File: src/chd_pkg.sv
// ----------------------------------------------------------------------------
// chd_pkg
// Shared types, constants and the pitch band factor tables.
// ----------------------------------------------------------------------------
package chd_pkg;

    localparam int FFT_POINTS_DEF  = 1024;
    localparam int MAX_OCTAVES_DEF = 8;

    localparam int PITCHES   = 12;
    localparam int PWR_W     = 32;
    localparam int CHROMA_W  = 48;
    localparam int SCORE_W   = CHROMA_W + 2;
    localparam int TOTAL_W   = CHROMA_W + 4;
    localparam int FAC_W     = 31;
    localparam int BASE_W    = 32;
    localparam int PROD_W    = BASE_W + FAC_W;
    localparam int EDGE_SHIFT = 46;

    localparam logic [63:0] Q_DOWN = 64'd1043174479;
    localparam logic [63:0] Q_UP   = 64'd1105204861;
    localparam logic [63:0] Q_SEMI = 64'd1137589835;

    localparam logic [3:0]  OCT_RESET  = 4'd4;
    localparam logic [31:0] BASE_RESET = 32'd398124;

    localparam logic [1:0] CFG_OCTAVES = 2'd0;
    localparam logic [1:0] CFG_BASE    = 2'd1;

    typedef logic [FAC_W-1:0] t_fac;
    typedef t_fac t_fac_tab [PITCHES];

    typedef enum logic [3:0] {
        S_LOAD, S_WAIT, S_OCT, S_MUL_LO, S_SH_LO, S_MUL_HI, S_SH_HI,
        S_RD, S_DRAIN, S_DIV_GO, S_DIV_WAIT, S_WRITE, S_SC_INIT, S_SCORE, S_FIN
    } t_state;

    function automatic t_fac_tab make_fac(logic [63:0] start);
        t_fac_tab    tab;
        logic [63:0] f;
        f = start;
        for (int p = 0; p < PITCHES; p++) begin
            tab[p] = f[FAC_W-1:0];
            f = (f * Q_SEMI + 64'd536870912) >> 30;
        end
        return tab;
    endfunction

    localparam t_fac_tab FAC_LO = make_fac(Q_DOWN);
    localparam t_fac_tab FAC_HI = make_fac(Q_UP);

    // Offset of triad member k above the root.
    function automatic logic [3:0] triad_off(logic minor, logic [1:0] k);
        logic [3:0] o;
        case (k)
            2'd1:    o = minor ? 4'd3 : 4'd4;
            2'd2:    o = 4'd7;
            default: o = 4'd0;
        endcase
        return o;
    endfunction

endpackage

File: src/chd_div.sv
// ----------------------------------------------------------------------------
// chd_div
// Restoring divider, one quotient bit per cycle.
// ----------------------------------------------------------------------------
module chd_div #(
    parameter int DW  = 41,
    parameter int DVW = 10
) (
    input  logic           i_clk,
    input  logic           i_rst_n,
    input  logic           i_start,
    input  logic [DW-1:0]  i_dividend,
    input  logic [DVW-1:0] i_divisor,
    output logic           o_done,
    output logic [DW-1:0]  o_quotient
);
    import chd_pkg::*;

    localparam int CNT_W = $clog2(DW + 1);

    logic [CNT_W-1:0] r_cnt;
    logic             r_busy, r_done;
    logic [DVW-1:0]   r_rem, r_div;
    logic [DW-1:0]    r_quo;
    logic [DVW:0]     rem_sh, rem_sub;

    assign rem_sh  = {r_rem, r_quo[DW-1]};
    assign rem_sub = rem_sh - {1'b0, r_div};

    always_ff @(posedge i_clk) begin
        if (!i_rst_n) begin
            r_busy <= 1'b0;
            r_done <= 1'b0;
            r_cnt  <= '0;
        end else begin
            r_done <= 1'b0;
            if (i_start) begin
                r_busy <= 1'b1;
                r_cnt  <= CNT_W'(DW);
            end else if (r_busy) begin
                r_cnt <= r_cnt - 1'b1;
                if (r_cnt == CNT_W'(1)) begin
                    r_busy <= 1'b0;
                    r_done <= 1'b1;
                end
            end
        end
    end

    always_ff @(posedge i_clk) begin
        if (i_start) begin
            r_rem <= '0;
            r_quo <= i_dividend;
            r_div <= i_divisor;
        end else if (r_busy) begin
            if (rem_sh >= {1'b0, r_div}) begin
                r_rem <= rem_sub[DVW-1:0];
                r_quo <= {r_quo[DW-2:0], 1'b1};
            end else begin
                r_rem <= rem_sh[DVW-1:0];
                r_quo <= {r_quo[DW-2:0], 1'b0};
            end
        end
    end

    assign o_done     = r_done;
    assign o_quotient = r_quo;

endmodule

File: config.mk
export PLATFORM = sky130hd
export DESIGN_NAME = chd_div
export DESIGN_NICKNAME = d
export VERILOG_FILES = /design/src/chd_pkg.sv /design/src/chd_div.sv
export SDC_FILE = /design/constraint.sdc
export NUM_CORES = 1
export LEC_CHECK = 0
export BUFFER_PORTS_ARGS = -buffer_cell sky130_fd_sc_hd__buf_2
export CAP_MARGIN = 10
export CORE_ASPECT_RATIO = 1.2
export CORE_MARGIN = 4
export CORE_UTILIZATION = 36
export CTS_BUF_LIST = sky130_fd_sc_hd__clkbuf_8
export DETAILED_ROUTE_END_ITERATION = 7
export GPL_ROUTABILITY_DRIVEN = 0
export GPL_TIMING_DRIVEN = 0
export PLACE_DENSITY_LB_ADDON = 0.12
export SETUP_SLACK_MARGIN = 0.15
export SLEW_MARGIN = 15
export SYNTH_ARGS = -nofsm -noshare
export SYNTH_HDL_FRONTEND = slang
export SYNTH_SLANG_ARGS = --single-unit
File: constraint.sdc
create_clock -name i_clk -period 2.62 [get_ports i_clk]
set_clock_uncertainty 0.2 [all_clocks]
set_input_delay 0 -clock i_clk [delete_from_list [all_inputs] [get_ports i_clk]]
set_output_delay 0 -clock i_clk [all_outputs]
set_load 0.01 [all_outputs]
==> flow_summary.toml <==
[critical_path]
startpoint_type = "flop"
crit_chain = "inv_1 -> ha_4 -> a21o_1 -> a211o_1 -> or3_1 -> buf_6 -> buf_12 -> mux2_2"
critPathCaptureType = "flop"
reg2regPathDepth = 8
worstPathRequired_ns = 2.52
regToRegSetupSlack_ns = 0.15
critical_path_class = "flop to flop"
crit_path_max_fanout = 5
r2r-start = "r_div[8]"
r2r_end = "o_quotient[0]"
max_stage_delay_ns = 0.38
arrival_ns = 2.37
slowest_stage = "or3_1"

[power_and_ir_drop]
p_int_mw = 2.15
power_mw = 2.98
pwr-share-comb = 0.247
p_seq_frac = 0.456
switching_share = 0.279
ir_drop_v = 0.000377
switchingPower_uw = 832
total_leakage_power_nw = 2.03
clockPowerShare = 0.297
p_per_area_nw_per_um2 = 607

[min_path]
hp-class = "input port to flop"
min-delay-start = "i_divisor[4]"
holdPathStages = 2
hold_end = "r_div[4]"

[grt]
grt_pass1_wl_mm = 12.8
grt_start_max_net_pins = 43
grt_usage = 0.150
grt-ovfl-total = 0
grt_pass1_vias = 2719
antenna_found_initial = 0

[timing]
period_share = 0.942
worst_slew_pin_slew_ns = 0.638
rsz0062_at_grt = "true"
fin_hold_ws_ns = 0.167
hold_violations = 0
worst_slack_ns = 0.152
drv_slew = 0
timing.fmax_mhz = 405
setup_viol = 0
fin_crit_ns = 2.47
maxSlewHeadroom = 0.574
tns_ns = 0

[clock_network]
cts.sinks = 69
ctsRootBufferMaster = "clkbuf_8"
tritoncts = "yes"
htreeDepth = 3
cts_max_path_buffers = 2
path_clk_slew_ns = 0.08
numCtsBuffers = 9
insertion_delay_ns = 0.34

[finish]
fin_util = 0.544
final_area_um2 = 4920
fill_cells = 806
drive_gt1_frac = 0.441
final_cells = 549
fin_nets = 491
diodes = 0
area_growth_syn_to_layout_pct = 47.7

[yosys]
syn_area_um2 = 3330
async_flop_share = 0
synth-main-ff-cell = "edfxtp_1"
synth_seq_cells = 69
ys.warnings.count = 0
synth_fp_nets = 320
syn_inst = 253
synth_area_per_cell_um2 = 13.2
ys_types = 42
yosysSeqAreaShare = 0.568
synth_edf_count = 51

[drt]
firstDrtPassIters = 3
remaining_drc_errors = 0
viasPerCell = 4.68
drtIter0Drc = 45
routed_wl_mm = 7.71
avgRoutedWirePerCell_um = 14.0
drtAntennaViolNets = 0
vias = 2570

[placed_design]
placed_cells = 468
hpwl_mm = 5.17
numPortBuffers = 95
dp_slack_ns = 0.0249
post_dp_cell_area_um2 = 3960

[run]
maxCapViolCount = 0

[die]
initial_core_util = 0.369
design.portCount = 96
fp.dieW_um = 95.8
die_h_um = 113
num_rows = 38
dieArea_um2 = 10900
core_um2 = 9030

[status]
status = "finished, final reports clean"
-- flip-flops by register name, indices dropped and copies added (netlist names) --
name / flops
r_cnt: 6
o_quotient: 41
o_done: 1
r_rem: 10
r_div: 10
r_busy: 1
-- worst max-delay path: cells and delay by family, from the launching register on --
kind            cells  cell delay [ns]
buf+inv             3             0.37
mux                 1             0.25
flops               1             0.37
fa+ha+maj           1             0.21
compound gates      2             0.45
simple gates        1             0.38
-- layout by cell type (no fill, tap or decap), types with 8 or more instances in the layout --
cell type      instances
buf_2                 95
dlygate4sd3_1         53
edfxtp_1              51
mux2_2                41
nor2_1                26
dfxtp_1               17
inv_1                 14
buf_4                 10
clkbuf_8               9
a211oi_1               8
mux2i_1                8
-- metal layers --
metal  part of all wire  vias to the layer above  track usage  wire (um)
li1                   -                     1284            -          -
met1               0.43                     1220        0.184       3340
met2               0.50                       60        0.249       3860
met3              0.057                        6       0.0492        443
met4             0.0093                        0       0.0427         72
met5                  0                        -            0          0
-- how the worst max path moves through the flow --
stage / startpoint / to / slack (ns) / depth (start not counted)
after floorplan: r_div[8] / o_quotient[0] / 0.17 / 8
after CTS: r_div[6] / o_quotient[0] / 0.06 / 8
after global routing: r_div[6] / o_quotient[0] / 0.08 / 10
after global placement: r_div[6] / o_quotient[0] / 0.01 / 8
after detailed placement: r_div[6] / o_quotient[0] / 0.02 / 8
final: r_div[8] / o_quotient[0] / 0.15 / 8
-- cell type report --
cell class	instances	area (um^2)	share of cell area
Clock buffer	9	124	0.0252
Buffer	11	65.1	0.0132
Tap cell	120	150	0.0305
Multi-Input combinational cell	157	1430	0.292
Sequential cell	69	1890	0.385
Timing Repair Buffer	160	1120	0.227
Clock inverter	7	72.6	0.0148
Inverter	16	60.1	0.0122
-- power by group through the flow --
stage / registers, mW / clock network [mW] / logic [mW]
2_1_floorplan: 1.41 / 0 / 0.356
3_3_place_gp: 1.38 / 0 / 0.572
3_5_place_dp: 1.38 / 0 / 0.574
4_1_cts: 1.36 / 0.912 / 0.695
5_1_grt: 1.38 / 0.962 / 0.809
6_report: 1.36 / 0.885 / 0.737
-- kinds of logic after synthesis --
family / share of synthesized area
DFF: 0.568
muxes: 0.167
and+or+nand+nor: 0.0703
AOI/OAI and AO/OA: 0.0782
buffers and inverters: 0.0361
adders and majority gates: 0.0511
xor gates and xnor gates: 0.0289
-- Yosys cell counts, types with 2 or more instances --
| cell | count | share of area |
|---|---|---|
| a21oi_1 | 4 | 0.0060 |
| nand3_1 | 2 | 0.0030 |
| o21a_1 | 6 | 0.014 |
| xor2_1 | 6 | 0.016 |
| nor2_1 | 26 | 0.029 |
| nand2b_1 | 2 | 0.0038 |
| or2_2 | 2 | 0.0038 |
| xnor2_1 | 5 | 0.013 |
| nor3_1 | 5 | 0.0075 |
| a211oi_1 | 9 | 0.020 |
| o22ai_1 | 2 | 0.0038 |
| inv_1 | 16 | 0.018 |
| buf_1 | 3 | 0.0034 |
| mux2i_1 | 8 | 0.024 |
| ha_1 | 12 | 0.045 |
| mux2_2 | 41 | 0.14 |
| nor2b_1 | 2 | 0.0038 |
| clkbuf_1 | 6 | 0.0068 |
| edfxtp_1 | 51 | 0.46 |
| dfxtp_1 | 18 | 0.11 |
| o21ai_0 | 2 | 0.0030 |
| nand4_1 | 2 | 0.0038 |
| nand2_1 | 4 | 0.0045 |
-- timing repair --
item | in CTS | in global routing
setup buffers | 9 | 2
setup endpoints to repair | 8 | 52
gates resized for setup | 13 | 13
endpoints found under the hold margin | 69 | 0
cloned | 0 | 1
pin swaps | 9 | 16
hold buffers | 53 | 0
Note: power is estimated with default switching activity, not from simulation.
